**src/sv/rk4s_pkg.sv**
```systemverilog
// Shared types, constants and helper functions of the RK4 vehicle dynamics step core.
package rk4s_pkg;

   localparam int FRAC_BITS_DEF    = 16;
   localparam int CORDIC_STEPS_DEF = 16;

   localparam int NVARS      = 10;
   localparam int IDX_W      = 4;
   localparam int WORD_W     = 32;
   localparam int DT_W       = 17;
   localparam int ANG_BITS   = 30;
   localparam int ANG_W      = 34;
   localparam int OPND_W     = 36;
   localparam int PROD_W     = 72;
   localparam int ATAN_COUNT = 24;
   localparam int ATAN_IDX_W = 5;
   localparam int CSR_ADDR_W = 5;
   localparam int CSR_DATA_W = 32;
   localparam int REG_IDX_W  = 3;

   localparam logic [DT_W-1:0] STEP_TIME_RESET = 17'd3277;

   // Angles in Q30 radians.
   localparam longint PI_Q30      = 64'sd3373259426;
   localparam longint HALF_PI_Q30 = 64'sd1686629713;
   localparam longint TWO_PI_Q30  = 64'sd6746518853;
   localparam longint GAIN_Q30    = 64'sd652032874;

   localparam logic OPC_LOAD = 1'b0;
   localparam logic OPC_STEP = 1'b1;

   localparam logic [REG_IDX_W-1:0] REG_STEP_TIME = 3'd0;
   localparam logic [REG_IDX_W-1:0] REG_DAMPING   = 3'd1;
   localparam logic [REG_IDX_W-1:0] REG_STIFFNESS = 3'd2;
   localparam logic [REG_IDX_W-1:0] REG_ACCEL_CPL = 3'd3;
   localparam logic [REG_IDX_W-1:0] REG_TURN_CPL  = 3'd4;

   localparam logic [IDX_W-1:0] V_X        = 4'd0;
   localparam logic [IDX_W-1:0] V_Y        = 4'd1;
   localparam logic [IDX_W-1:0] V_YAW      = 4'd2;
   localparam logic [IDX_W-1:0] V_SPEED    = 4'd3;
   localparam logic [IDX_W-1:0] V_YAW_RATE = 4'd4;
   localparam logic [IDX_W-1:0] V_PROGRESS = 4'd5;
   localparam logic [IDX_W-1:0] V_EX       = 4'd6;
   localparam logic [IDX_W-1:0] V_EXD      = 4'd7;
   localparam logic [IDX_W-1:0] V_EY       = 4'd8;
   localparam logic [IDX_W-1:0] V_EYD      = 4'd9;

   typedef enum logic [3:0] {
      OP_VCOS, OP_VSIN, OP_DEXD, OP_KEX, OP_AA, OP_DEYD, OP_KEY, OP_TV, OP_TVW
   } der_op_type;

   typedef enum logic [3:0] {
      SQ_IDLE, SQ_TRIG_GO, SQ_TRIG_WAIT, SQ_DER_ISSUE, SQ_DER_TAKE, SQ_ACCUM,
      SQ_STG_ISSUE, SQ_STG_TAKE, SQ_FIN_ISSUE, SQ_FIN_TAKE, SQ_DIV_ISSUE,
      SQ_DIV_TAKE, SQ_RESULT
   } seq_state_type;

   typedef enum logic [2:0] {
      TR_IDLE, TR_REDUCE, TR_FOLD, TR_ROTATE, TR_DONE
   } trig_state_type;

   typedef struct packed {
      logic [DT_W-1:0]          step_time;
      logic signed [WORD_W-1:0] damping;
      logic signed [WORD_W-1:0] stiffness;
      logic signed [WORD_W-1:0] accel_cpl;
      logic signed [WORD_W-1:0] turn_cpl;
   } cfg_type;

   typedef struct packed {
      logic                     start;
      logic signed [WORD_W-1:0] yaw;
   } trig_req_type;

   typedef struct packed {
      logic                    done;
      logic signed [ANG_W-1:0] cos_v;
      logic signed [ANG_W-1:0] sin_v;
   } trig_rsp_type;

   function automatic logic signed [ANG_W-1:0] atan_q30(input logic [ATAN_IDX_W-1:0] i);
      logic signed [ANG_W-1:0] v;
      unique case (i)
         5'd0:  v = 34'sd843314857;
         5'd1:  v = 34'sd497837829;
         5'd2:  v = 34'sd263043837;
         5'd3:  v = 34'sd133525159;
         5'd4:  v = 34'sd67021687;
         5'd5:  v = 34'sd33543516;
         5'd6:  v = 34'sd16775851;
         5'd7:  v = 34'sd8388437;
         5'd8:  v = 34'sd4194283;
         5'd9:  v = 34'sd2097149;
         5'd10: v = 34'sd1048576;
         5'd11: v = 34'sd524288;
         5'd12: v = 34'sd262144;
         5'd13: v = 34'sd131072;
         5'd14: v = 34'sd65536;
         5'd15: v = 34'sd32768;
         5'd16: v = 34'sd16384;
         5'd17: v = 34'sd8192;
         5'd18: v = 34'sd4096;
         5'd19: v = 34'sd2048;
         5'd20: v = 34'sd1024;
         5'd21: v = 34'sd512;
         5'd22: v = 34'sd256;
         5'd23: v = 34'sd128;
         default: v = '0;
      endcase
      return v;
   endfunction

   function automatic logic signed [WORD_W-1:0] sat32(input logic signed [PROD_W-1:0] v);
      logic signed [PROD_W-1:0] hi;
      logic signed [PROD_W-1:0] lo;
      hi = PROD_W'(64'sd2147483647);
      lo = PROD_W'(-64'sd2147483648);
      if (v > hi) return 32'sh7fffffff;
      if (v < lo) return 32'sh80000000;
      return WORD_W'(v);
   endfunction

endpackage

```
**src/sv/rk4s_mul.sv**
```systemverilog
// Shared signed multiplier with a registered product.
module rk4s_mul (
   input  logic                                clock,
   input  logic signed [rk4s_pkg::OPND_W-1:0]  opnd_a,
   input  logic signed [rk4s_pkg::OPND_W-1:0]  opnd_b,
   output logic signed [rk4s_pkg::PROD_W-1:0]  prod
);
   import rk4s_pkg::*;

   logic signed [PROD_W-1:0] prod_ff;
   logic signed [PROD_W-1:0] prod_in;

   always_comb begin
      prod_in = PROD_W'(opnd_a) * PROD_W'(opnd_b);
   end

   always_ff @(posedge clock) begin
      prod_ff <= prod_in;
   end

   assign prod = prod_ff;

endmodule

```
**config.mk**
```make
export PLATFORM = sky130hd
export DESIGN_NAME = rk4s_mul
export DESIGN_NICKNAME = d
export VERILOG_FILES = /design/src/sv/rk4s_pkg.sv /design/src/sv/rk4s_mul.sv
export SDC_FILE = /design/constraint.sdc
export NUM_CORES = 2
export LEC_CHECK = 0
export BUFFER_PORTS_ARGS = -buffer_cell sky130_fd_sc_hd__buf_2
export CAP_MARGIN = 20
export CORE_MARGIN = 2
export CORE_UTILIZATION = 45
export CTS_BUF_LIST = sky130_fd_sc_hd__clkbuf_8
export CTS_CLUSTER_SIZE = 8
export DETAILED_ROUTE_END_ITERATION = 6
export GPL_ROUTABILITY_DRIVEN = 0
export REMOVE_ABC_BUFFERS = 1
export SLEW_MARGIN = 20
export SYNTH_ARGS = -nofsm -noshare
export SYNTH_HDL_FRONTEND = slang
export SYNTH_SLANG_ARGS = --single-unit
export TNS_END_PERCENT = 30
```
**constraint.sdc**
```tcl
create_clock -name clock -period 8.5 [get_ports clock]
set_clock_uncertainty 0.2 [all_clocks]
set_input_delay 0 -clock clock [delete_from_list [all_inputs] [get_ports clock]]
set_output_delay 0 -clock clock [all_outputs]
set_load 0.1 [all_outputs]
```
* After elaboration in Yosys (flattened, before gate mapping) *
Cells that the tools add are included.
W data, S select, Z words.

storage, ports and cells
  bits in read-only memories = 0
  latch bits = 0
  bits in registers = 72
  RAM bits = 0
  memories kept = 0

cells by class
  shift-type cells = 0
  equality and inequality tests = 0
  $add $sub $neg = 0
  divide/modulo/power cells = 0
  reduce and logical (&&, ||, !) cells = 0
  mux-type cells = 0
  magnitude comparators = 0
  bitwise logic cells = 0
  $mul = 1

operators with widths
  kind              count
  $mul A36 B36 Y72  1

* Depth between registers and ports, before layout *
  depth after elaboration = 1
  depth in mapped cells = 30
  gate-level depth less buffers = 27

* Least setup slack after synthesis *
Ideal clock, no wire load.

  path type = input-to-reg
  start point = input port opnd_a[35] (netlist bit)
  end point = register prod_ff[70], in the netlist prod[70]
  buffers on the path = 3
  cell stages on the path = 22
  setup time = 0.072 ns
  arrival = 7.559 ns
  slack = 0.669 ns
  data required time = 8.228 ns
  cells stage by stage = clkbuf_1 > clkbuf_1 > nand2_1 > inv_1 > fa_1 > fa_1 > fa_1 > fa_1 > fa_1 > fa_1 > fa_1 > inv_1 > fa_1 > inv_1 > ha_1 > clkbuf_1 > nand4_1 > or3_1 > o31a_1 > o211a_1 > o41ai_2 > xor2_1

between the ends
  longest elaborated chain between the ends = 1

ends and longest elaborated chain
  item                    line            source
  start: declaration      rk4s_mul.sv:4   input logic signed [rk4s_pkg::OPND_W-1:0] opnd_a,
  $mul A36 B36 Y72        rk4s_mul.sv:14  prod_in = PROD_W'(opnd_a) * PROD_W'(opnd_b);
  via prod_in[70]         rk4s_mul.sv:11  logic signed [PROD_W-1:0] prod_in;
  end signal: assignment  rk4s_mul.sv:18  prod_ff <= prod_in;
  end: declaration        rk4s_mul.sv:10  logic signed [PROD_W-1:0] prod_ff;

The timed path passes the listed nets, and every way through them passes these cells.

* Final worst setup path *
  start point = input port opnd_a[7] (netlist bit)
  end point = register prod_ff[44], in the netlist prod[44]

The elaborated chain is that of the path after synthesis.

==> results.sh <==
export IMPL_ys_ff_latch=72
export IMPL_antenna_found_initial=6
export IMPL_synth_top_cell_area_share_pct=58.2
export IMPL_worst_path_most_repeated_cell="fa_1"
export IMPL_finalCriticalPeriod_ps=7730
export IMPL_cts_buffers=9
export IMPL_cts_clk_slew_worst_paths_ps=100
export IMPL_end_kind="register"
export IMPL_rsz0062_at_grt="no"
export IMPL_dieWidth_um=329
export IMPL_finalCritPeriodShare_pct=90.9
export IMPL_path_max_fanout=24
export IMPL_slew_viol_final=0
export IMPL_drv_cap=0
export IMPL_yosys_warnings=0
export IMPL_drc=0
export IMPL_core_sq_um=105000
export IMPL_multi_input_area_sq_um=39800
export IMPL_synth_seq_area_share_pct=3.04
export IMPL_root_buffer="clkbuf_8"
export IMPL_cp_data_required_time_ps=8640
export IMPL_cts_tree="done"
export IMPL_hp_class="input port to register"
export IMPL_mostFrequentLayoutCell="fa_1"
export IMPL_start_kind="input port"
export IMPL_final_seq_area_sq_um=1440
export IMPL_syn_area_sq_um=47400
export IMPL_crit_arrival_ps=7870
export IMPL_drt_iter0_markers=1853
export IMPL_cpPeakStageDelay_ps=610
export IMPL_fmax_mhz=129
export IMPL_synth_edf_count=0
export IMPL_worstMarginPinSlew_ps=910
export IMPL_postSynthCellCount=5101
export IMPL_tns_ps=0
export IMPL_clockBufferDepth=2
export IMPL_synth_top_area_cell="fa_1"
export IMPL_numPortBuffers=144
export IMPL_holdBufCountCts=0
export IMPL_first_pass_iters=5
export IMPL_grt_pass1_vias=37300
export IMPL_routed_wirelength_um=133000
export IMPL_synth_async_reset_ratio_pct=0
export IMPL_layout_common_cells="fa_1 (1,379), inv_1 (1,351), nand2_1 (756)"
export IMPL_finalHoldViolCount=0
export IMPL_status="complete, no violations"
export IMPL_finish_utilization_pct=47.7
export IMPL_final_setup_viol_count=0
export IMPL_slew_headroom_pct=39.4
export IMPL_avgSynthCellArea_sq_um=9.30
export IMPL_crit_path_top_delay_cell="buf_2"
export IMPL_vias=33200
export IMPL_grt_pass1_wl_um=213000
export IMPL_drive_gt1_share_pct=5.94
export IMPL_nets=6771
export IMPL_yosysUniqueCellTypes=66
export IMPL_largest_reg_flops=72
export IMPL_ios=145
export IMPL_via_per_inst=5.12
export IMPL_gr_usage_all_layers_pct=26.0
export IMPL_die_height_um=329
export IMPL_cts_sinks=72
export IMPL_h_tree_depth=3
export IMPL_synth_area_leaders="fa_1 (58%), inv_1 (11%), and2_1 (7.4%)"
export IMPL_grt_overflow=0
export IMPL_num_rows=119
export IMPL_fill_cells=10100
export IMPL_initial_core_util_pct=45.2
export IMPL_dp_hpwl_um=116000
export IMPL_grt_max_degree=37
export IMPL_worstSetupPathType="input port to register"
export IMPL_wl_per_cell_um=20.5
export IMPL_cts_resized=0
export IMPL_ant_nets=0
export IMPL_ys_flop_type="dfxtp_1"
export IMPL_dieArea_sq_um=108000
export IMPL_post_cts_buffers=0
export IMPL_area_delta_synth_final_pct=5.58
-- metal layers --
metal / global-route usage [%] / wire length (um)
met2: 44.1 / 65100
met1: 34.1 / 54000
met3: 4.51 / 8910
met5: 0 / 11
met4: 8.17 / 5010
-- layout make-up --
cell class	count	share of cell area, %
Timing Repair Buffer	274	3.54
Multi-Input combinational cell	3392	79.5
Clock buffer	11	0.302
Antenna cell	1	0.00500
Inverter	1351	10.1
Sequential cell	72	2.88
Clock inverter	4	0.152
Tap cell	1391	3.47
-- path summary, 6_finish.rpt --
check / from / to / slack [ps] / cells past startpoint
setup / recovery: opnd_a[7] / prod[44]$_DFF_P_ / 770 / 29
hold / removal: opnd_a[0] / prod[0]$_DFF_P_ / 170 / 3
-- critical path, delay by kind of cell --
kind	cells	cell delay, ps
AO/OA/AOI/OAI	7	2010
adder cells (fa/ha/maj)	9	3950
buffers and inverters	10	1600
AND/OR/NAND/NOR	3	300
-- synthesized netlist by cell type, types with 20 or more instances --
cell and number:
xnor2_1 59, fa_1 1379, xor2_1 20, clkbuf_1 274
dfxtp_1 72, a21o_1 30, nand2_1 756, nand4_1 21
inv_1 1351, and2_1 560, a21oi_1 86, nor2b_1 31
o21ai_0 40, ha_1 219, nor2_1 46
-- metrics by stage --
step                cell area, sq um  setup WS, ps  hold slack (ps)  cells
floorplan                      46400          1250            -78.3   4815
global placement               49900           423              351   6480
detailed placement             49900           429              350   6480
CTS                            50100           833              130   6495
global route                   50100           468              155   6495
finish                         50100           771              169   6496
-- cells by family after synthesis --
kind of cell               count (synthesis)  share of synthesized area (%)
adders and majority gates               1598                           64.0
DFF                                       72                           3.04
and+or+nand+nor                         1468                           15.2
AOI/OAI and AO/OA                        245                           3.34
xor gates and xnor gates                  79                           1.46
buffers and inverters                   1637                           13.0
muxes                                      2                         0.0448
Power is not shown: default switching activity piles up to over one toggle a cycle in this logic, so the estimate is an artifact.
