$ cat src/sv/rk4s_pkg.sv
// Shared types, constants and helper functions of the RK4 vehicle dynamics step core.
package rk4s_pkg;

   localparam int FRAC_BITS_DEF    = 16;
   localparam int CORDIC_STEPS_DEF = 16;

   localparam int NVARS      = 10;
   localparam int IDX_W      = 4;
   localparam int WORD_W     = 32;
   localparam int DT_W       = 17;
   localparam int ANG_BITS   = 30;
   localparam int ANG_W      = 34;
   localparam int OPND_W     = 36;
   localparam int PROD_W     = 72;
   localparam int ATAN_COUNT = 24;
   localparam int ATAN_IDX_W = 5;
   localparam int CSR_ADDR_W = 5;
   localparam int CSR_DATA_W = 32;
   localparam int REG_IDX_W  = 3;

   localparam logic [DT_W-1:0] STEP_TIME_RESET = 17'd3277;

   // Angles in Q30 radians.
   localparam longint PI_Q30      = 64'sd3373259426;
   localparam longint HALF_PI_Q30 = 64'sd1686629713;
   localparam longint TWO_PI_Q30  = 64'sd6746518853;
   localparam longint GAIN_Q30    = 64'sd652032874;

   localparam logic OPC_LOAD = 1'b0;
   localparam logic OPC_STEP = 1'b1;

   localparam logic [REG_IDX_W-1:0] REG_STEP_TIME = 3'd0;
   localparam logic [REG_IDX_W-1:0] REG_DAMPING   = 3'd1;
   localparam logic [REG_IDX_W-1:0] REG_STIFFNESS = 3'd2;
   localparam logic [REG_IDX_W-1:0] REG_ACCEL_CPL = 3'd3;
   localparam logic [REG_IDX_W-1:0] REG_TURN_CPL  = 3'd4;

   localparam logic [IDX_W-1:0] V_X        = 4'd0;
   localparam logic [IDX_W-1:0] V_Y        = 4'd1;
   localparam logic [IDX_W-1:0] V_YAW      = 4'd2;
   localparam logic [IDX_W-1:0] V_SPEED    = 4'd3;
   localparam logic [IDX_W-1:0] V_YAW_RATE = 4'd4;
   localparam logic [IDX_W-1:0] V_PROGRESS = 4'd5;
   localparam logic [IDX_W-1:0] V_EX       = 4'd6;
   localparam logic [IDX_W-1:0] V_EXD      = 4'd7;
   localparam logic [IDX_W-1:0] V_EY       = 4'd8;
   localparam logic [IDX_W-1:0] V_EYD      = 4'd9;

   typedef enum logic [3:0] {
      OP_VCOS, OP_VSIN, OP_DEXD, OP_KEX, OP_AA, OP_DEYD, OP_KEY, OP_TV, OP_TVW
   } der_op_type;

   typedef enum logic [3:0] {
      SQ_IDLE, SQ_TRIG_GO, SQ_TRIG_WAIT, SQ_DER_ISSUE, SQ_DER_TAKE, SQ_ACCUM,
      SQ_STG_ISSUE, SQ_STG_TAKE, SQ_FIN_ISSUE, SQ_FIN_TAKE, SQ_DIV_ISSUE,
      SQ_DIV_TAKE, SQ_RESULT
   } seq_state_type;

   typedef enum logic [2:0] {
      TR_IDLE, TR_REDUCE, TR_FOLD, TR_ROTATE, TR_DONE
   } trig_state_type;

   typedef struct packed {
      logic [DT_W-1:0]          step_time;
      logic signed [WORD_W-1:0] damping;
      logic signed [WORD_W-1:0] stiffness;
      logic signed [WORD_W-1:0] accel_cpl;
      logic signed [WORD_W-1:0] turn_cpl;
   } cfg_type;

   typedef struct packed {
      logic                     start;
      logic signed [WORD_W-1:0] yaw;
   } trig_req_type;

   typedef struct packed {
      logic                    done;
      logic signed [ANG_W-1:0] cos_v;
      logic signed [ANG_W-1:0] sin_v;
   } trig_rsp_type;

   function automatic logic signed [ANG_W-1:0] atan_q30(input logic [ATAN_IDX_W-1:0] i);
      logic signed [ANG_W-1:0] v;
      unique case (i)
         5'd0:  v = 34'sd843314857;
         5'd1:  v = 34'sd497837829;
         5'd2:  v = 34'sd263043837;
         5'd3:  v = 34'sd133525159;
         5'd4:  v = 34'sd67021687;
         5'd5:  v = 34'sd33543516;
         5'd6:  v = 34'sd16775851;
         5'd7:  v = 34'sd8388437;
         5'd8:  v = 34'sd4194283;
         5'd9:  v = 34'sd2097149;
         5'd10: v = 34'sd1048576;
         5'd11: v = 34'sd524288;
         5'd12: v = 34'sd262144;
         5'd13: v = 34'sd131072;
         5'd14: v = 34'sd65536;
         5'd15: v = 34'sd32768;
         5'd16: v = 34'sd16384;
         5'd17: v = 34'sd8192;
         5'd18: v = 34'sd4096;
         5'd19: v = 34'sd2048;
         5'd20: v = 34'sd1024;
         5'd21: v = 34'sd512;
         5'd22: v = 34'sd256;
         5'd23: v = 34'sd128;
         default: v = '0;
      endcase
      return v;
   endfunction

   function automatic logic signed [WORD_W-1:0] sat32(input logic signed [PROD_W-1:0] v);
      logic signed [PROD_W-1:0] hi;
      logic signed [PROD_W-1:0] lo;
      hi = PROD_W'(64'sd2147483647);
      lo = PROD_W'(-64'sd2147483648);
      if (v > hi) return 32'sh7fffffff;
      if (v < lo) return 32'sh80000000;
      return WORD_W'(v);
   endfunction

endpackage

$ cat src/sv/rk4s_csr.sv
// Configuration register block with an APB-style access port.
module rk4s_csr (
   input  logic                                 clock,
   input  logic                                 reset,
   input  logic                                 csr_psel,
   input  logic                                 csr_penable,
   input  logic                                 csr_pwrite,
   input  logic [rk4s_pkg::CSR_ADDR_W-1:0]      csr_paddr,
   input  logic [rk4s_pkg::CSR_DATA_W-1:0]      csr_pwdata,
   output logic [rk4s_pkg::CSR_DATA_W-1:0]      csr_prdata,
   output logic                                 csr_pready,
   output rk4s_pkg::cfg_type                    cfg
);
   import rk4s_pkg::*;

   cfg_type               cfg_ff, cfg_in;
   logic [REG_IDX_W-1:0]  reg_idx;
   logic                  wr_en;

   assign reg_idx    = csr_paddr[CSR_ADDR_W-1:2];
   assign wr_en      = csr_psel && csr_penable && csr_pwrite && csr_pready;
   assign csr_pready = 1'b1;

   always_comb begin
      cfg_in = cfg_ff;
      if (wr_en) begin
         unique case (reg_idx)
            REG_STEP_TIME: cfg_in.step_time = csr_pwdata[DT_W-1:0];
            REG_DAMPING:   cfg_in.damping   = $signed(csr_pwdata);
            REG_STIFFNESS: cfg_in.stiffness = $signed(csr_pwdata);
            REG_ACCEL_CPL: cfg_in.accel_cpl = $signed(csr_pwdata);
            REG_TURN_CPL:  cfg_in.turn_cpl  = $signed(csr_pwdata);
            default: begin
            end
         endcase
      end
   end

   always_comb begin
      unique case (reg_idx)
         REG_STEP_TIME: csr_prdata = CSR_DATA_W'(cfg_ff.step_time);
         REG_DAMPING:   csr_prdata = cfg_ff.damping;
         REG_STIFFNESS: csr_prdata = cfg_ff.stiffness;
         REG_ACCEL_CPL: csr_prdata = cfg_ff.accel_cpl;
         REG_TURN_CPL:  csr_prdata = cfg_ff.turn_cpl;
         default:       csr_prdata = '0;
      endcase
   end

   always_ff @(posedge clock) begin
      if (reset) begin
         cfg_ff.step_time <= STEP_TIME_RESET;
         cfg_ff.damping   <= '0;
         cfg_ff.stiffness <= '0;
         cfg_ff.accel_cpl <= '0;
         cfg_ff.turn_cpl  <= '0;
      end else begin
         cfg_ff <= cfg_in;
      end
   end

   assign cfg = cfg_ff;

endmodule
$ cat config.mk
export PLATFORM = sky130hd
export DESIGN_NAME = rk4s_csr
export DESIGN_NICKNAME = d
export VERILOG_FILES = /design/src/sv/rk4s_pkg.sv /design/src/sv/rk4s_csr.sv
export SDC_FILE = /design/constraint.sdc
export NUM_CORES = 1
export LEC_CHECK = 0
export BUFFER_PORTS_ARGS = -buffer_cell sky130_fd_sc_hd__clkbuf_2
export CORE_AREA = 3 3 133 122
export CTS_BUF_LIST = sky130_fd_sc_hd__clkbuf_16
export DETAILED_ROUTE_END_ITERATION = 6
export DIE_AREA = 0 0 136 125
export GPL_TIMING_DRIVEN = 0
export PLACE_DENSITY = 0.79
export SLEW_MARGIN = 10
export SYNTH_ARGS = -nofsm -noshare
export SYNTH_HDL_FRONTEND = slang
export SYNTH_SLANG_ARGS = --single-unit
$ cat constraint.sdc
create_clock -name clock -period 1.2 [get_ports clock]
set_input_delay 0.12 -clock clock [delete_from_list [all_inputs] [get_ports clock]]
set_output_delay 0.12 -clock clock [all_outputs]
set_load 0.02 [all_outputs]
# [After elaboration in Yosys (flattened, before gate mapping)]
# Cells that the tools add are included.
[word_totals] ff_bits=145 input_bits=42 output_inout_bits=178 elab_cells=18
[op_classes] eq_ne=4 mux=1 n_reduce_logical=8
[op_table] cell="32-bit case mux with 5 select lines" count=1
[op_table] cell="2-bit AND reduction" count=5
[op_table] cell="3-bit by 2-bit == test with 1-bit output (second input constant)" count=2
[op_table] cell="3-bit by 1-bit == test with 1-bit output (second input constant)" count=1
[op_table] cell="3-bit == test (second input constant)" count=1
[op_table] cell="3-bit zero test" count=1
[op_table] cell="1-bit logical AND" count=2

# [Depth between registers and ports, before layout]
[depth] word_depth=3 mapped_depth=5 ltp_nobuf=3

# [Worst setup path after synthesis]
# OpenSTA, ideal clock, no wires.
[synth_path] path_kind="input to output" from="input port csr_paddr[3] (netlist bit)" to="output port csr_prdata[18] (netlist bit)" arrival_time_ns=1.289 required_time_ns=1.080 setup_slack_ns=-0.209 stages=5 path_buffers=2 path_cell_list="buf_2 nor2b_1 buf_4 a22oi_1 o22ai_1"
[synth_via] elab_chain_len=2 elab_cells_between_ends=6 cone_classes="eq/ne (4); mux (1); reduce/logical (1)"
[synth_rtl] element="start, declared" line_no="rk4s_csr.sv:8" source="input logic [rk4s_pkg::CSR_ADDR_W-1:0] csr_paddr,"
[synth_rtl] element="3-bit == test, or another cell as far along" line_no="rk4s_csr.sv:40" source="unique case (reg_idx)"
[synth_rtl] element="32-bit case mux with 5 select lines (*)" line_no="rk4s_csr.sv:40"
[synth_rtl] element="end, declared" line_no="rk4s_csr.sv:10" source="output logic [rk4s_pkg::CSR_DATA_W-1:0] csr_prdata,"
# Every way passes the cells marked *; elsewhere a longest branch is shown, timed or not.

# [Final worst setup path]
[layout_path] from="register cfg_ff, in the netlist cfg[71]" to="output port csr_prdata[7] (netlist bit)"
[layout_via] elab_chain_len=1
[layout_rtl] element="start, declared" line_no="rk4s_csr.sv:16" source="cfg_type cfg_ff, cfg_in;"
[layout_rtl] element="start signal, assigned" line_no="rk4s_csr.sv:58" source="cfg_ff <= cfg_in;"
[layout_rtl] element="32-bit case mux with 5 select lines" line_no="rk4s_csr.sv:40"
# Every way passes these cells.

==> flow_summary_export.csv <==
group,metric,value,unit
outcome,run_status,"finished, violations left",
outcome,failed_checks,"negative setup slack",
drt,wl_per_cell,21.19,µm
layout,area_growth,40.20,%
synth,syn_inst,652,
critical_path,path_buf_inv,1,
floorplanning,initial_utilization,45.89,%
place,hpwlAfterDp,16.33,mm
timing,final_hold_viol_count,0,
drt,drc,0,
critical_path,cp_top_family,"flip-flops",
critical_path,end_kind,"output port",
layout,largest_register_ffs,145,
layout,layoutNonFillerInstCount,1131,
cts,clk-insertion-delay-late,0.42,ns
drt,ant_nets,0,
synth,yosysMostFrequentCell,"nand2b_1",
critical_path,critPathLaunchType,"flop",
layout,postLayoutCoreUtil,64.34,%
synth,synth_flop_cell,"dfxtp_1",
floorplanning,core_area,14820,µm²
cts,clkTransAtPathRegs,0.06,ns
timing,setup_viol,32,
layout,n_fill_cell,1223,
critical_path,cp_max_fo,3,
synth,synthTopCellsByArea,"dfxtp_1 43%, mux2i_1 23%, nand2b_1 16%",
floorplanning,die_w,136,µm
critical_path,path_cells,"mux2_2 > a22oi_2 > o22ai_2 > clkbuf_8",
drt,routed_via_density,5.513,
critical_path,cpPeakStageDelay,0.33,ns
global_route,grt_usage,27.68,%
timing,worst_slack,-0.3793,ns
global_route,grt_antenna_before_repair,1,
timing,hold_ws,0.02372,ns
global_route,grt_pass1_wl,36.16,mm
synth,syn_nets,694,
layout,antennaDiodeCount,0,
timing,clock_skew,0,ns
global_route,grt_max_degree,17,
timing,finalCritPeriodShare,131.6,%
critical_path,worstSetupPathType,"reg2out",
critical_path,r2r_start,"cfg[138]",
timing,rsz0062_at_grt,"true",
pwr,vdd_drop_max,939.1,µV
place,place_congestion,0.8566,
floorplanning,die_y,125,µm
drt,num_vias,6235,
timing,slew_headroom,50.33,%
cts,root_buffer,"clkbuf_16",
critical_path,rr_worst_depth,2,
synth,ys_async_sr_fraction,0,%
timing,max_freq,633.2,MHz
layout,layout-drive-gt1-share,45.77,%
synth,yosys_warnings,0,
critical_path,r2r_end,"cfg[138]",
layout,nets,963,
global_route,grt_pass1_vias,6363,
cts,cts_buffers,17,
floorplanning,io_pins,220,
hold_path,min_path_cells,3,
pwr,leakage,4.601,nW
synth,syn_avg_cell_area,10.43,µm²
critical_path,rrSetupSlack,0.34,ns
place,post-place-cells,1064,
cts,cts-htree-levels,4,
cts,clockBufferDepth,2,
drt,totalWireLength,23.97,mm
timing,fin_crit,1.579,ns
floorplanning,dieArea,17000,µm²
drt,firstDrtPassIters,5,
synth,yosysTopAreaCellShare,42.69,%
cts,cts_sinks,145,
critical_path,cp_data_required_time,1.08,ns
hold_path,holdPathEnd,"cfg[53]",
floorplanning,rows,42,
critical_path,cp_slowest_cell,"dfxtp_2",
synth,synth-seq-area-share,42.69,%
timing,tightest_slew,0.7451,ns
synth,synth_edf_count,0,
critical_path,arrival,1.46,ns
pwr,powerDensity,1088,nW/µm²
global_route,grt.overflow.total,0,
drt,first_iter_violations,533,
place,pre_cts_slack,-0.7119,ns
hold_path,worstHoldStart,"csr_pwdata[21]",
synth,synth_cell_types,24,
timing,maxSlewViolCount,0,
cts,cts_tree,"built",
hold_path,hp-class,"in2reg",
synth,ys_seq_elements,145,
synth,netlist_area,6800,µm²
synth,synth_commonest_cells,"171 x nand2b_1, 153 x mux2i_1, 145 x dfxtp_1",
synth,synth.largest_area_cell,"dfxtp_1",
place,numPortBuffers,214,
flow_run,max_cap_violations,0,
[repair_timing]
| action | 4_1_cts | 5_1_grt |
|---|---|---|
| cloned | 0 | 0 |
| setup endpoints to repair | 32 | 38 |
| resized for setup | 136 | 21 |
| hold endpoints to repair | 7 | 0 |
| hold buffers | 7 | 0 |
| setup buffers | 17 | 12 |
| pin swaps | 20 | 9 |
[layout make-up]
| cell class | instances | area (µm²) | share of cell area, % |
|---|---|---|---|
| clock buffers | 17 | 425.4 | 4.462 |
| well taps | 198 | 247.7 | 2.598 |
| flip-flops and latches | 145 | 2968 | 31.13 |
| repair buffers | 250 | 1523 | 15.97 |
| plain buffers | 57 | 382.9 | 4.016 |
| multi-input cells | 450 | 3928 | 41.19 |
| clock inverters | 14 | 60.06 | 0.6299 |
[stage by stage]
| stage | setup TNS, ns | total power [mW] | instance area, µm² |
|---|---|---|---|
| 2_1_floorplan | -0.4418 | 5.528 | 6988 |
| 3_3_place_gp | -49.37 | 5.868 | 8307 |
| 3_5_place_dp | -50.66 | 5.873 | 8307 |
| 4_1_cts | -10.00 | 10.36 | 9390 |
| 5_1_grt | -10.91 | 10.66 | 9534 |
| 6_report | -8.992 | 10.38 | 9534 |
[placed cells by master, fill, tap and decap left out, types with 6 or more instances in the layout]
cell,synthesis,final
mux2_2,17,6
buf_4,12,51
a21boi_0,7,7
clkbuf_2,0,195
clkinv_1,0,7
a22oi_2,0,21
buf_6,5,6
a211o_1,7,7
mux2i_1,153,153
clkbuf_4,0,6
dfxtp_2,0,52
clkbuf_16,0,17
clkbuf_8,0,18
a22oi_1,49,28
nand2b_1,171,170
mux2_4,0,11
dfxtp_1,145,93
o22ai_2,0,27
dlygate4sd3_1,0,7
clkbuf_1,26,19
[report_power, final]
part	internal [mW]	total (mW)	leakage, nW	switching (mW)
combinational	0.409	1.02	3.16	0.609
clock	2.53	4.47	0.248	1.94
sequential	4.85	4.89	1.19	0.0339
[metal layers]
metal / track usage (%) / up-vias / routed length (µm)
met2: 44.16 / 309 / 11210
met5: 0 / - / 0
met4: 12.15 / 0 / 881
li1: - / 2850 / -
met3: 6.225 / 63 / 1796
met1: 35.84 / 3013 / 10080
[how the worst max path moves through the flow]
stage            startpoint        endpoint  slack (ns)  cells past startpoint
6_report            cfg[71]   csr_prdata[7]       -0.38                      4
4_1_cts             cfg[46]  csr_prdata[14]       -0.38                      4
3_5_place_dp   csr_paddr[4]  csr_prdata[14]       -0.71                      7
3_3_place_gp   csr_paddr[4]   csr_prdata[0]       -0.67                      7
2_1_floorplan  csr_paddr[3]  csr_prdata[18]       -0.04                      5
5_1_grt             cfg[70]   csr_prdata[6]       -0.42                      4
[cells by family after synthesis]
family          share of synthesized area [%]
simple gates                            17.30
mux                                     25.34
flops                                   42.69
compound gates                          10.03
buf+inv                                 4.600
other cells                           0.05514
[tightest hold or removal path: stages]
cell and delay, ns:
clkbuf_2 0.08, nand2b_1 0.12, mux2i_1 0.08
Note: power is estimated with default switching activity, not from simulation.
