--- src/sv/rk4s_pkg.sv ---
// Shared types, constants and helper functions of the RK4 vehicle dynamics step core.
package rk4s_pkg;

   localparam int FRAC_BITS_DEF    = 16;
   localparam int CORDIC_STEPS_DEF = 16;

   localparam int NVARS      = 10;
   localparam int IDX_W      = 4;
   localparam int WORD_W     = 32;
   localparam int DT_W       = 17;
   localparam int ANG_BITS   = 30;
   localparam int ANG_W      = 34;
   localparam int OPND_W     = 36;
   localparam int PROD_W     = 72;
   localparam int ATAN_COUNT = 24;
   localparam int ATAN_IDX_W = 5;
   localparam int CSR_ADDR_W = 5;
   localparam int CSR_DATA_W = 32;
   localparam int REG_IDX_W  = 3;

   localparam logic [DT_W-1:0] STEP_TIME_RESET = 17'd3277;

   // Angles in Q30 radians.
   localparam longint PI_Q30      = 64'sd3373259426;
   localparam longint HALF_PI_Q30 = 64'sd1686629713;
   localparam longint TWO_PI_Q30  = 64'sd6746518853;
   localparam longint GAIN_Q30    = 64'sd652032874;

   localparam logic OPC_LOAD = 1'b0;
   localparam logic OPC_STEP = 1'b1;

   localparam logic [REG_IDX_W-1:0] REG_STEP_TIME = 3'd0;
   localparam logic [REG_IDX_W-1:0] REG_DAMPING   = 3'd1;
   localparam logic [REG_IDX_W-1:0] REG_STIFFNESS = 3'd2;
   localparam logic [REG_IDX_W-1:0] REG_ACCEL_CPL = 3'd3;
   localparam logic [REG_IDX_W-1:0] REG_TURN_CPL  = 3'd4;

   localparam logic [IDX_W-1:0] V_X        = 4'd0;
   localparam logic [IDX_W-1:0] V_Y        = 4'd1;
   localparam logic [IDX_W-1:0] V_YAW      = 4'd2;
   localparam logic [IDX_W-1:0] V_SPEED    = 4'd3;
   localparam logic [IDX_W-1:0] V_YAW_RATE = 4'd4;
   localparam logic [IDX_W-1:0] V_PROGRESS = 4'd5;
   localparam logic [IDX_W-1:0] V_EX       = 4'd6;
   localparam logic [IDX_W-1:0] V_EXD      = 4'd7;
   localparam logic [IDX_W-1:0] V_EY       = 4'd8;
   localparam logic [IDX_W-1:0] V_EYD      = 4'd9;

   typedef enum logic [3:0] {
      OP_VCOS, OP_VSIN, OP_DEXD, OP_KEX, OP_AA, OP_DEYD, OP_KEY, OP_TV, OP_TVW
   } der_op_type;

   typedef enum logic [3:0] {
      SQ_IDLE, SQ_TRIG_GO, SQ_TRIG_WAIT, SQ_DER_ISSUE, SQ_DER_TAKE, SQ_ACCUM,
      SQ_STG_ISSUE, SQ_STG_TAKE, SQ_FIN_ISSUE, SQ_FIN_TAKE, SQ_DIV_ISSUE,
      SQ_DIV_TAKE, SQ_RESULT
   } seq_state_type;

   typedef enum logic [2:0] {
      TR_IDLE, TR_REDUCE, TR_FOLD, TR_ROTATE, TR_DONE
   } trig_state_type;

   typedef struct packed {
      logic [DT_W-1:0]          step_time;
      logic signed [WORD_W-1:0] damping;
      logic signed [WORD_W-1:0] stiffness;
      logic signed [WORD_W-1:0] accel_cpl;
      logic signed [WORD_W-1:0] turn_cpl;
   } cfg_type;

   typedef struct packed {
      logic                     start;
      logic signed [WORD_W-1:0] yaw;
   } trig_req_type;

   typedef struct packed {
      logic                    done;
      logic signed [ANG_W-1:0] cos_v;
      logic signed [ANG_W-1:0] sin_v;
   } trig_rsp_type;

   function automatic logic signed [ANG_W-1:0] atan_q30(input logic [ATAN_IDX_W-1:0] i);
      logic signed [ANG_W-1:0] v;
      unique case (i)
         5'd0:  v = 34'sd843314857;
         5'd1:  v = 34'sd497837829;
         5'd2:  v = 34'sd263043837;
         5'd3:  v = 34'sd133525159;
         5'd4:  v = 34'sd67021687;
         5'd5:  v = 34'sd33543516;
         5'd6:  v = 34'sd16775851;
         5'd7:  v = 34'sd8388437;
         5'd8:  v = 34'sd4194283;
         5'd9:  v = 34'sd2097149;
         5'd10: v = 34'sd1048576;
         5'd11: v = 34'sd524288;
         5'd12: v = 34'sd262144;
         5'd13: v = 34'sd131072;
         5'd14: v = 34'sd65536;
         5'd15: v = 34'sd32768;
         5'd16: v = 34'sd16384;
         5'd17: v = 34'sd8192;
         5'd18: v = 34'sd4096;
         5'd19: v = 34'sd2048;
         5'd20: v = 34'sd1024;
         5'd21: v = 34'sd512;
         5'd22: v = 34'sd256;
         5'd23: v = 34'sd128;
         default: v = '0;
      endcase
      return v;
   endfunction

   function automatic logic signed [WORD_W-1:0] sat32(input logic signed [PROD_W-1:0] v);
      logic signed [PROD_W-1:0] hi;
      logic signed [PROD_W-1:0] lo;
      hi = PROD_W'(64'sd2147483647);
      lo = PROD_W'(-64'sd2147483648);
      if (v > hi) return 32'sh7fffffff;
      if (v < lo) return 32'sh80000000;
      return WORD_W'(v);
   endfunction

endpackage

--- src/sv/rk4s_trig.sv ---
// Iterative angle reduction and CORDIC sine and cosine unit.
module rk4s_trig #(
   parameter int FRAC_BITS    = rk4s_pkg::FRAC_BITS_DEF,
   parameter int CORDIC_STEPS = rk4s_pkg::CORDIC_STEPS_DEF
) (
   input  logic                   clock,
   input  logic                   reset,
   input  rk4s_pkg::trig_req_type req,
   output rk4s_pkg::trig_rsp_type rsp
);
   import rk4s_pkg::*;

   // The angle is offset by 2*pi*2^K so that it is never negative, then reduced
   // by one conditional subtraction of 2*pi*2^i per cycle, i from K down to 0.
   localparam int K  = ANG_BITS - 1 - FRAC_BITS;
   localparam int RW = K + 35;

   localparam logic signed [RW-1:0] PI_R      = RW'(PI_Q30);
   localparam logic signed [RW-1:0] HALF_PI_R = RW'(HALF_PI_Q30);
   localparam logic signed [RW-1:0] TWO_PI_R  = RW'(TWO_PI_Q30);
   localparam logic signed [RW-1:0] MOD_TOP   = TWO_PI_R <<< K;
   localparam logic signed [ANG_W-1:0] GAIN_A = ANG_W'(GAIN_Q30);

   trig_state_type state_ff, state_in;
   logic signed [RW-1:0]    r_ff, r_in;
   logic signed [RW-1:0]    m_ff, m_in;
   logic [ATAN_IDX_W-1:0]   cnt_ff, cnt_in;
   logic signed [ANG_W-1:0] x_ff, x_in, y_ff, y_in, z_ff, z_in;
   logic                    flip_ff, flip_in;

   logic signed [RW-1:0]    r_half;
   logic signed [RW-1:0]    r_fold;
   logic                    fold_flip;
   logic signed [ANG_W-1:0] xs, ys;

   always_comb begin
      state_in = state_ff;
      unique case (state_ff)
         TR_IDLE:   if (req.start) state_in = TR_REDUCE;
         TR_REDUCE: if (cnt_ff == '0) state_in = TR_FOLD;
         TR_FOLD:   state_in = TR_ROTATE;
         TR_ROTATE: if (cnt_ff == ATAN_IDX_W'(CORDIC_STEPS - 1)) state_in = TR_DONE;
         TR_DONE:   state_in = TR_IDLE;
         default:   state_in = TR_IDLE;
      endcase
   end

   always_comb begin
      r_half    = (r_ff > PI_R) ? r_ff - TWO_PI_R : r_ff;
      fold_flip = 1'b0;
      if (r_half > HALF_PI_R) begin
         r_fold    = PI_R - r_half;
         fold_flip = 1'b1;
      end else if (r_half < -HALF_PI_R) begin
         r_fold    = -PI_R - r_half;
         fold_flip = 1'b1;
      end else begin
         r_fold = r_half;
      end
      xs = x_ff >>> cnt_ff;
      ys = y_ff >>> cnt_ff;

      r_in    = r_ff;
      m_in    = m_ff;
      cnt_in  = cnt_ff;
      x_in    = x_ff;
      y_in    = y_ff;
      z_in    = z_ff;
      flip_in = flip_ff;
      unique case (state_ff)
         TR_IDLE: begin
            if (req.start) begin
               r_in   = (RW'(req.yaw) <<< (ANG_BITS - FRAC_BITS)) + MOD_TOP;
               m_in   = MOD_TOP;
               cnt_in = ATAN_IDX_W'(K);
            end
         end
         TR_REDUCE: begin
            if (r_ff >= m_ff) r_in = r_ff - m_ff;
            m_in = m_ff >>> 1;
            if (cnt_ff != '0) cnt_in = cnt_ff - 1'b1;
         end
         TR_FOLD: begin
            z_in    = ANG_W'(r_fold);
            flip_in = fold_flip;
            x_in    = GAIN_A;
            y_in    = '0;
            cnt_in  = '0;
         end
         TR_ROTATE: begin
            if (z_ff >= 0) begin
               x_in = x_ff - ys;
               y_in = y_ff + xs;
               z_in = z_ff - atan_q30(cnt_ff);
            end else begin
               x_in = x_ff + ys;
               y_in = y_ff - xs;
               z_in = z_ff + atan_q30(cnt_ff);
            end
            cnt_in = cnt_ff + 1'b1;
         end
         default: begin
         end
      endcase
   end

   always_ff @(posedge clock) begin
      if (reset) begin
         state_ff <= TR_IDLE;
      end else begin
         state_ff <= state_in;
      end
      r_ff    <= r_in;
      m_ff    <= m_in;
      cnt_ff  <= cnt_in;
      x_ff    <= x_in;
      y_ff    <= y_in;
      z_ff    <= z_in;
      flip_ff <= flip_in;
   end

   assign rsp.done  = (state_ff == TR_DONE);
   assign rsp.cos_v = flip_ff ? -x_ff : x_ff;
   assign rsp.sin_v = y_ff;

endmodule

--- config.mk ---
export PLATFORM = sky130hd
export DESIGN_NAME = rk4s_trig
export DESIGN_NICKNAME = d
export VERILOG_FILES = /design/src/sv/rk4s_pkg.sv /design/src/sv/rk4s_trig.sv
export SDC_FILE = /design/constraint.sdc
export NUM_CORES = 1
export LEC_CHECK = 0
export BUFFER_PORTS_ARGS = -buffer_cell sky130_fd_sc_hd__buf_2
export CORE_ASPECT_RATIO = 0.5
export CORE_MARGIN = 5
export CORE_UTILIZATION = 46
export DETAILED_ROUTE_END_ITERATION = 10
export GPL_ROUTABILITY_DRIVEN = 0
export PLACE_DENSITY = 0.66
export SYNTH_ARGS = -nofsm -noshare
export SYNTH_HDL_FRONTEND = slang
export SYNTH_SLANG_ARGS = --single-unit
--- constraint.sdc ---
create_clock -name clock -period 12.1 [get_ports clock]
set_input_delay 1.815 -clock clock [delete_from_list [all_inputs] [get_ports clock]]
set_output_delay 1.815 -clock clock [all_outputs]
set_load 0.02 [all_outputs]
# Yosys cells after proc, flatten, opt, wreduce, memory -nomap -nowiden
# Memory sizes are Yosys's and may differ from the RTL's. A register that Yosys moved wholly into a read port is not among the register bits.
# Index checks and enable logic that the tools add are counted.
dict set report totals {
  mem_bits_ro 1920
  ff_bits 207
  output_inout_bits 69
  input_bits 35
  memories 2
  elab_cells 83
}
# memory depth width read_ports rd_clocked_by_memory_dff write_ports line_no
set memory_table {}
lappend memory_table {{(name not given)} 32 30 1 1 0 rk4s_pkg.sv:84} ;# unique case (i)
lappend memory_table {{(name not given)} 32 30 1 1 0 rk4s_pkg.sv:84}
dict set report op_classes {
  n_shift 2
  eq_ne 10
  magnitude_cmp 5
  reduce_logical 11
  addsub 14
  n_bitwise 1
  n_mux 29
}
# operator count
set op_table {}
lappend op_table {{2-to-1 mux 34 bit} 10}
lappend op_table {{one-hot mux 34 bit (2 select lines)} 3}
lappend op_table {{2-to-1 mux 48 bit} 4}
lappend op_table {{one-hot mux 48 bit (2 select lines)} 2}
lappend op_table {{adder 34 bit} 3}
lappend op_table {{subtractor 34 bit} 3}
lappend op_table {{>>> shifter 34 x 5 -> 34 bit} 2}
lappend op_table {{subtractor 33 x 34 -> 34 bit (first input constant)} 2}
lappend op_table {{adder 46 x 47 -> 48 bit (second input constant)} 1}
lappend op_table {{greater-or-equal comparator 48 bit} 1}
lappend op_table {{greater-than comparator 48 x 32 -> 1 bit (second input constant)} 1}
lappend op_table {{greater-than comparator 48 x 33 -> 1 bit (second input constant)} 1}
lappend op_table {{less-than comparator 48 x 32 -> 1 bit (second input constant)} 1}
lappend op_table {{subtractor 48 x 34 -> 48 bit (second input constant)} 1}
lappend op_table {{subtractor 48 bit} 1}
lappend op_table {{greater-or-equal comparator 34 x 1 -> 1 bit (second input constant)} 1}
lappend op_table {{negation 34 bit} 1}
lappend op_table {{2-to-1 mux 5 bit} 4}
lappend op_table {{one-hot mux 5 bit (4 select lines)} 1}
lappend op_table {{one-hot mux 3 bit (4 select lines)} 1}
lappend op_table {{AND reduction 3 bit} 4}
lappend op_table {{inequality test 2 bit (second input constant)} 5}
lappend op_table {{2-to-1 mux 3 bit} 3}
lappend op_table {{equality test 3 x 2 -> 1 bit (second input constant)} 2}
lappend op_table {{13 further kinds} 14}

# Depth between registers and ports, before layout
# Gate-level depths: netlist of run 1.
dict set report logic_depth {
  ltp_word 6
  mapped_depth 30
  mapped_depth_nobuf 25
}

# Worst setup path before layout of run 1
# No wires, ideal clock.
dict set report synth_timing {
  path_kind {reg-to-reg}
  start {register state_ff[1]}
  end {register with a tool-made name}
  n_path_buf 3
  required_time_ns 12.035
  arrival_ns 8.672
  path_slack_ns 3.363
  path_stages_with_launch 16
  period_less_slack_ns 8.737
  path_cell_list {dfxtp_1 clkbuf_1 inv_1 nor2_1 nand2_1 inv_1 clkbuf_1 clkbuf_1 fa_1 nor3_1 a21oi_1 inv_1 ha_1 inv_1 mux4_2 nor2_1}
}
# item line_no
set synth_lines {}
lappend synth_lines {{from (decl)} rk4s_trig.sv:24} ;# trig_state_type state_ff, state_in;
lappend synth_lines {{from (signal assigned)} rk4s_trig.sv:111} ;# state_ff <= state_in;

# Worst setup path in the final report of run 1
dict set report layout_timing {
  start {register cnt_ff[0]}
  end {register y_ff[32], data pin}
}
dict set report layout_between {
  elab_chain_len 4
}
# item line_no
set layout_rtl {}
lappend layout_rtl {{from (decl)} rk4s_trig.sv:27} ;# logic [ATAN_IDX_W-1:0] cnt_ff, cnt_in;
lappend layout_rtl {{from (signal assigned)} rk4s_trig.sv:115} ;# cnt_ff <= cnt_in;
lappend layout_rtl {{>>> shifter 34 x 5 -> 34 bit *} rk4s_trig.sv:60} ;# xs = x_ff >>> cnt_ff;
lappend layout_rtl {{subtractor 34 bit or adder 34 bit (tied branches)} {rk4s_trig.sv:97, rk4s_trig.sv:93}}
lappend layout_rtl {{2-to-1 mux 34 bit *} rk4s_trig.sv:91} ;# if (z_ff >= 0) begin
lappend layout_rtl {{one-hot mux 34 bit (2 select lines) *} rk4s_trig.sv:70} ;# unique case (state_ff)
lappend layout_rtl {{to (signal assigned)} rk4s_trig.sv:117} ;# y_ff <= y_in;
lappend layout_rtl {{to (decl)} rk4s_trig.sv:28} ;# logic signed [ANG_W-1:0] x_ff, x_in, y_ff, y_in, z_ff, z_in;
# Every way passes the cells marked *; elsewhere a longest branch is shown, timed or not.
# A chain may end at the register's enable or synchronous reset.

==> results.md, run 1 <==
* Hold_buf cts at 0
* Hold EP: m_ff[32]
* Fin crit period at 7.544 ns
* Initial Utilization at 0.4628
* Crit path DAT at between 7 and 8 ns
* Clock Skew at approximately 0.036 ns
* CTS sink count at 235
* DIE AREA at roughly 65000 um2
* Ys async rst share at 0
* Post-synth EDFFs at slightly above 200
* Synthesized instance count at between 3000 and 4000
* Synth-to-Final Area Change at 6.575%
* CTS tree: built
* R2R Path End: y_ff[32]
* GR Layer Usage met3 at 0.03845
* # port buffers at 103
* Final Cell Area at 29120 um2
* Reg2Reg Depth at 23
* Commonest non-fill, non-tap cell in the layout: nor2_1
* Slew at the pin closest to its max-slew limit at ~1.1 ns
* Register area share after synthesis at 0.2462
* First-pass GRT wire length at 125400 um
* Buffer depth of the longest clock path at 3
* Fmax at roughly 130 MHz
* Vias in the first global route at approximately 24000
* Max cap viols at 0
* Ys flop type: edfxtp_1
* Hold Startpoint: m_ff[33]
* ANT nets after route at 0
* CP Class: register to register
* Routed WL per cell at 19.12 um
* H-tree depth at 1
* Library cells used by synthesis at approximately 110
* Yosys reg bits at 235
* Setup TNS at 0 ns
* Post-CTS resize count at 0
* Most frequent cells in the layout: nor2_1, nand2_1, a21oi_1
* Tcrit/Tclk final at 0.6235
* Initial antenna violation count at 0
* CTS clk-pin slew, worst paths at roughly 0.060 ns
* Crit-path max cell delay at ~0.85 ns
* Setup bufs post-CTS at 0
* Vias per inst at 6.211
* Max_slew headroom at 0.2685
* Mapped Nets at approximately 3500
* Crit-path max FO at 55
* Largest delay share family, worst path: compound AO/OA/AOI/OAI gates
* Final-report setup violation count at 0
* Share of cells above drive strength 1 at 0.1090
* CTS root buf: clkbuf_16
* Final worst slack at 4.556 ns
* Startpoint types: register
* Hold depth at 2
* Class of the worst hold path: register to register
* Post-Syn Area per Cell at roughly 8.3 um2
* CP cell instances: buf_4 > mux4_2 > mux4_2 > nand2_1 > o21a_1 > ha_1 > nor2_1 > a21oi_1 > fa_1 > a21o_1 > a21oi_1 > o21ai_0 > a31o_2 > a41oi_1 > a211oi_1 > o31ai_1 > o211ai_1 > a31oi_1 > nor2_1 > o21a_1 > o41a_1 > xnor2_1 > nor2_1
* Leakage at between 10 and 15 nW
* Placed cell areas at 28290 um2
* Final Hold Fails at 0
* Critical path capture point type: register
* Iteration count of the initial detailed-routing pass at 6
* Grt ovf at 0
* Unrepaired setup endpoints after global routing: no
* Grt peak-use layer: met2
* Vias at between 20000 and 30000
* Reg2Reg Setup Slack at roughly 4.6 ns
* Place WS at 4.540 ns
* Crit path buffers/inverters at 1
* Hold WS at roughly 0.51 ns
* Insertion delay of the later-clocked pin in the worst-skew pair at 0.62 ns
* GR Util met2 at 0.3812
* Crit-path slowest cell: edfxtp_1
* Status: complete, no violations
* Number of diodes at 0
* Drc violations at 0
* CTS buffer count at 27
* IO Pins at 104
* WP data required at ~12 ns
* Largest net degree at the start of global routing at 89
* Pwr dens at approximately 190 nW/um2
* Initial DRC count at 2652
* Core area at between 50000 and 60000 um2
* Max-slew violations at 0
* GR Util All Layers at 0.2319
* Worst vdd ir at between 0.1 and 0.15 mV
* Synth Cell Area at 27330 um2
* Syn. warnings at 0
* R2R Path Start: cnt_ff[0]
* DP HPWL at between 50000 and 60000 um
* Final net count at between 3000 and 4000
* FP Rows at 63
* Chip width at approximately 350 um
* Total power draw at ~5.4 mW
* Met1 Use GR at 0.3193
* Routed wire length at between 70000 and 80000 um
* Most frequent CP cell: nor2_1
* Die height at around 180 um
## worst max path at each step
stage	end	cells past startpoint	slack [ns]	startpoint
3_3_place_gp	y_ff[32]	23	4.65	cnt_ff[0]
5_1_grt	y_ff[32]	24	3.75	cnt_ff[0]
4_1_cts	y_ff[32]	23	4.52	cnt_ff[0]
6_report	y_ff[32]	23	4.56	cnt_ff[0]
3_5_place_dp	y_ff[32]	23	4.54	cnt_ff[0]
2_1_floorplan	register	15	3.36	state_ff[1]
## metrics by stage
stage | util | instances
after floorplan | - | 3274
after global routing | 0.4933 | 4064
after CTS | 0.4933 | 4064
final | 0.4933 | 4064
after detailed placement | 0.4791 | 4015
after global placement | 0.4791 | 4015
## worst reg2reg max path, delay by kind of cell (launching register included)
family / cells / cell delay, ns
AND/OR/NAND/NOR: 4 / 0.30
multiplexers: 2 / 1.15
buffers and inverters: 1 / 0.84
AO/OA/AOI/OAI: 13 / 3.23
XOR/XNOR: 1 / 0.15
flip-flops: 1 / 0.85
adder cells (fa/ha/maj): 2 / 0.74
## cell type report
cell class,count,area [um2]
clock buffers,38,758.2
clock inverters,11,78.83
fillers,5671,29920
inverters,148,555.5
multi-input cells,2721,19300
flip-flops and latches,235,6726
well taps,780,975.9
repair buffers,131,725.7
## where the power goes
part | internal (mW) | switching (mW)
Combinational | 1.40 | 1.99
Clock | 0.440 | 0.364
Sequential | 1.06 | 0.187
Total | 2.90 | 2.54
## cells in the mapped netlist (all sizes together), types with 21 or more instances
library cell	number	area share
a211oi	51	0.016
mux4	83	0.068
nand3	66	0.012
or3	39	0.0091
nand2b	48	0.011
nor3	86	0.016
edfxtp	202	0.22
mux2i	43	0.016
buf	63	0.014
o21a	43	0.012
xor2	134	0.043
nor2	341	0.047
nand2	299	0.041
a21oi	243	0.045
and2	21	0.0048
or4	23	0.0067
ha	164	0.075
inv	145	0.020
o21ai	256	0.047
or2	29	0.0066
xnor2	192	0.062
o31ai	53	0.015
dfxtp	33	0.024
o21bai	25	0.0069
a31oi	42	0.0098
o211ai	30	0.0084
nor4	26	0.0062
clkbuf	107	0.015
nand4	22	0.0050
nor2b	35	0.0080
a21o	65	0.018
## metal layers
layer	up-vias	wire, um
met1	11920	34790
met2	997	34840
met3	181	5666
met4	0	2394
met5	-	0
li1	12150	-
## cell families (layout without fill, tap and decap cells)
family / after synthesis / in the layout / synth area share
AOI/OAI and AO/OA: 989 / 989 / 0.2408
xor gates and xnor gates: 326 / 326 / 0.1045
adders and majority gates: 169 / 169 / 0.07875
and+or+nand+nor: 1097 / 1097 / 0.1912
buffers and inverters: 318 / 328 / 0.04867
muxes: 140 / 140 / 0.08993
DFF: 235 / 235 / 0.2462
Note: power is estimated with default switching activity, not from simulation.
==> inputs of run 2 (changes only) <==
- PLACE_DENSITY: 0.66 -> 0.69
- clock period: 12.1 -> 6.1 ns (I/O delays scaled with it)
==> results.md, run 2 (synthesis results as in run 1) <==
* ANT nets after route at 0 (unchanged)
* Hold_buf cts at 0 (unchanged)
* CP Class: register to register (unchanged)
* Routed WL per cell at 19.40 um (was 19.12 um)
* Chip width at 354.7 um (unchanged)
* Unrepaired setup endpoints after global routing: yes (was no)
* Status: complete, no violations (unchanged)
* Crit-path max cell delay at 0.52 ns (was 0.85 ns)
* Final net count at 3651 (was 3468)
* Vias at 26300 (was 25240)
* Hold WS at 0.5159 ns (was 0.5077 ns)
* Share of cells above drive strength 1 at 0.1710 (was 0.1090)
* CTS buffer count at 26 (was 27)
* CTS sink count at 235 (unchanged)
* Max cap viols at 0 (unchanged)
* Max-slew violations at 0 (unchanged)
* Drc violations at 0 (unchanged)
* Leakage at 12.02 nW (was 11.05 nW)
* # fillers at 5487 (was 5671)
* Number of diodes at 0 (unchanged)
* Initial antenna violation count at 2 (was 0)
* Largest delay share family, worst path: simple AND/OR/NAND/NOR gates (was compound AO/OA/AOI/OAI gates)
* Tcrit/Tclk final at 0.9748 (was 0.6235)
* First-pass GRT wire length at 130400 um (was 125400 um)
* Crit path buffers/inverters at 6 (was 1)
* Most frequent CP cell: buf_4 (was nor2_1)
* Crit-path max FO at 6 (was 55)
* Vias in the first global route at 24690 (was 23550)
* GR Util met2 at 0.4030 (was 0.3812)
* FP Rows at 63 (unchanged)
* Crit-path slowest cell: mux4_2 (was edfxtp_1)
* Met1 Use GR at 0.3260 (was 0.3193)
* # port buffers at 103 (unchanged)
* CTS root buf: clkbuf_16 (unchanged)
* IO Pins at 104 (unchanged)
* Startpoint types: register (unchanged)
* Class of the worst hold path: register to register (unchanged)
* Vias per inst at 6.192 (was 6.211)
* CTS tree: built (unchanged)
* Final Hold Fails at 0 (unchanged)
* Insertion delay of the later-clocked pin in the worst-skew pair at 0.60 ns (was 0.62 ns)
* WP data required at 6.53 ns (was 12.42 ns)
* Pwr dens at 369.4 nW/um2 (was 186.8 nW/um2)
* Clock Skew at 0.01557 ns (was 0.03609 ns)
* Core area at 59040 um2 (unchanged)
* Area of the multi-input gates at 19560 um2 (was 19300 um2)
* GR Layer Usage met3 at 0.03606 (was 0.03845)
* Synth-to-Final Area Change at 13.27% (was 6.575%)
* Max_slew headroom at 0.3614 (was 0.2685)
* Worst vdd ir at 0.2220 mV (was 0.1116 mV)
* H-tree depth at 1 (unchanged)
* Slew at the pin closest to its max-slew limit at 0.9559 ns (was 1.083 ns)
* FF/Latch Area at 6726 um2 (unchanged)
* Fin crit period at 5.946 ns (was 7.544 ns)
* Grt peak-use layer: met2 (unchanged)
* Commonest non-fill, non-tap cell in the layout: nor2_1 (unchanged)
* Routed wire length at 82410 um (was 77690 um)
* Fin util at 0.5243 (was 0.4933)
* Crit path DAT at 6.37 ns (was 7.86 ns)
* Final-report setup violation count at 0 (unchanged)
* DP HPWL at 61670 um (was 57580 um)
* Die height at 182.3 um (unchanged)
* Critical path capture point type: register (unchanged)
* GR Util All Layers at 0.2422 (was 0.2319)
* Post-Place Cells at 4180 (was 4015)
* CTS clk-pin slew, worst paths at 0.06 ns (about the same)
* Initial DRC count at 2788 (was 2652)
* Initial Utilization at 0.4628 (unchanged)
* Most frequent cells in the layout: nor2_1, nand2_1, a21oi_1 (unchanged)
* DIE AREA at 64680 um2 (unchanged)
* Grt ovf at 0 (unchanged)
* Fmax at 168.2 MHz (was 132.6 MHz)
* Iteration count of the initial detailed-routing pass at 6 (unchanged)
* Non-filler cells, final at 4247 (was 4064)
* Buffer depth of the longest clock path at 3 (unchanged)
* Final Cell Area at 30950 um2 (was 29120 um2)
* Placed cell areas at 29680 um2 (was 28290 um2)
* CP cell instances: buf_4 > clkbuf_16 > buf_12 > mux4_2 > mux4_2 > mux2i_2 > buf_4 > ha_1 > and2_1 > nand4_1 > or3_4 > inv_1 > nand3_1 > o41ai_1 > xnor2_1 > ha_1 > or3_1 > and4b_1 > nor3b_2 > nor3b_2 > buf_4 > o221ai_2 > a2111o_1 > o211ai_1 (was buf_4 > mux4_2 > mux4_2 > nand2_1 > o21a_1 > ha_1 > nor2_1 > a21oi_1 > fa_1 > a21o_1 > a21oi_1 > o21ai_0 > a31o_2 > a41oi_1 > a211oi_1 > o31ai_1 > o211ai_1 > a31oi_1 > nor2_1 > o21a_1 > o41a_1 > xnor2_1 > nor2_1)
* Largest net degree at the start of global routing at 93 (was 89)
-- run 2: cell types whose count changed in the layout (fill, tap and decap cells not counted), sizes merged --
cell,previous run,this run
buf,131,313
bufinv,0,2
clkbuf,38,33
clkinv,9,14
clkinvlp,1,3
inv,149,146
-- run 2: stage by stage --
step	total power, mW	worst slack (ns)	TNS, ns
2_1_floorplan	7.771	0.01849	0
3_3_place_gp	9.383	0.02419	0
3_5_place_dp	9.526	-0.1370	-0.1588
4_1_cts	11.20	0.02005	0
5_1_grt	12.33	-0.07104	-0.3748
6_report	11.43	0.1536	0
-- run 2: worst paths after layout --
path	startpoint	endpoint	slack, ns	cells past startpoint
min reg2reg	m_ff[31]	m_ff[30]	0.52	2
max	cnt_ff[0]	x_ff[33]	0.15	24
max reg2reg	cnt_ff[0]	x_ff[33]	0.15	24
min	m_ff[31]	m_ff[30]	0.52	2
-- run 2: tightest hold or removal path, stage by stage (launching register included) --
cell,delay (ns)
edfxtp_1,0.32
inv_1,0.05
nand2_1,0.05
-- run 2: what timing repair did --
| item | in CTS | in global routing |
|---|---|---|
| gates resized for setup | 5 | 66 |
| hold endpoints to repair | 0 | 0 |
| setup endpoints to repair | 4 | 19 |
| gates cloned | 0 | 2 |
| pin swaps | 1 | 20 |
| setup buffers | 0 | 17 |
-- run 2: power breakdown --
group	total [mW]	switching (mW)	internal [mW]	leakage (nW)
Sequential	2.38	0.278	2.10	2.16
Combinational	7.46	4.29	3.17	9.45
Clock	1.60	0.724	0.872	0.398
-- run 2: final cells by class --
cell class              count  share of cell area
repair buffers            315             0.07446
well taps                 780             0.03153
clock inverters            17            0.005093
flip-flops and latches    235              0.2173
inverters                 148             0.01795
multi-input cells        2721              0.6320
clock buffers              31             0.02163
-- run 2: routing by layer --
| layer | vias up | wire (um) | share of wire |
|---|---|---|---|
| li1 | 12530 | - | - |
| met1 | 12390 | 35040 | 0.43 |
| met2 | 1155 | 37580 | 0.46 |
| met3 | 225 | 6605 | 0.080 |
| met4 | 2 | 3165 | 0.038 |
| met5 | - | 15 | 0.00018 |
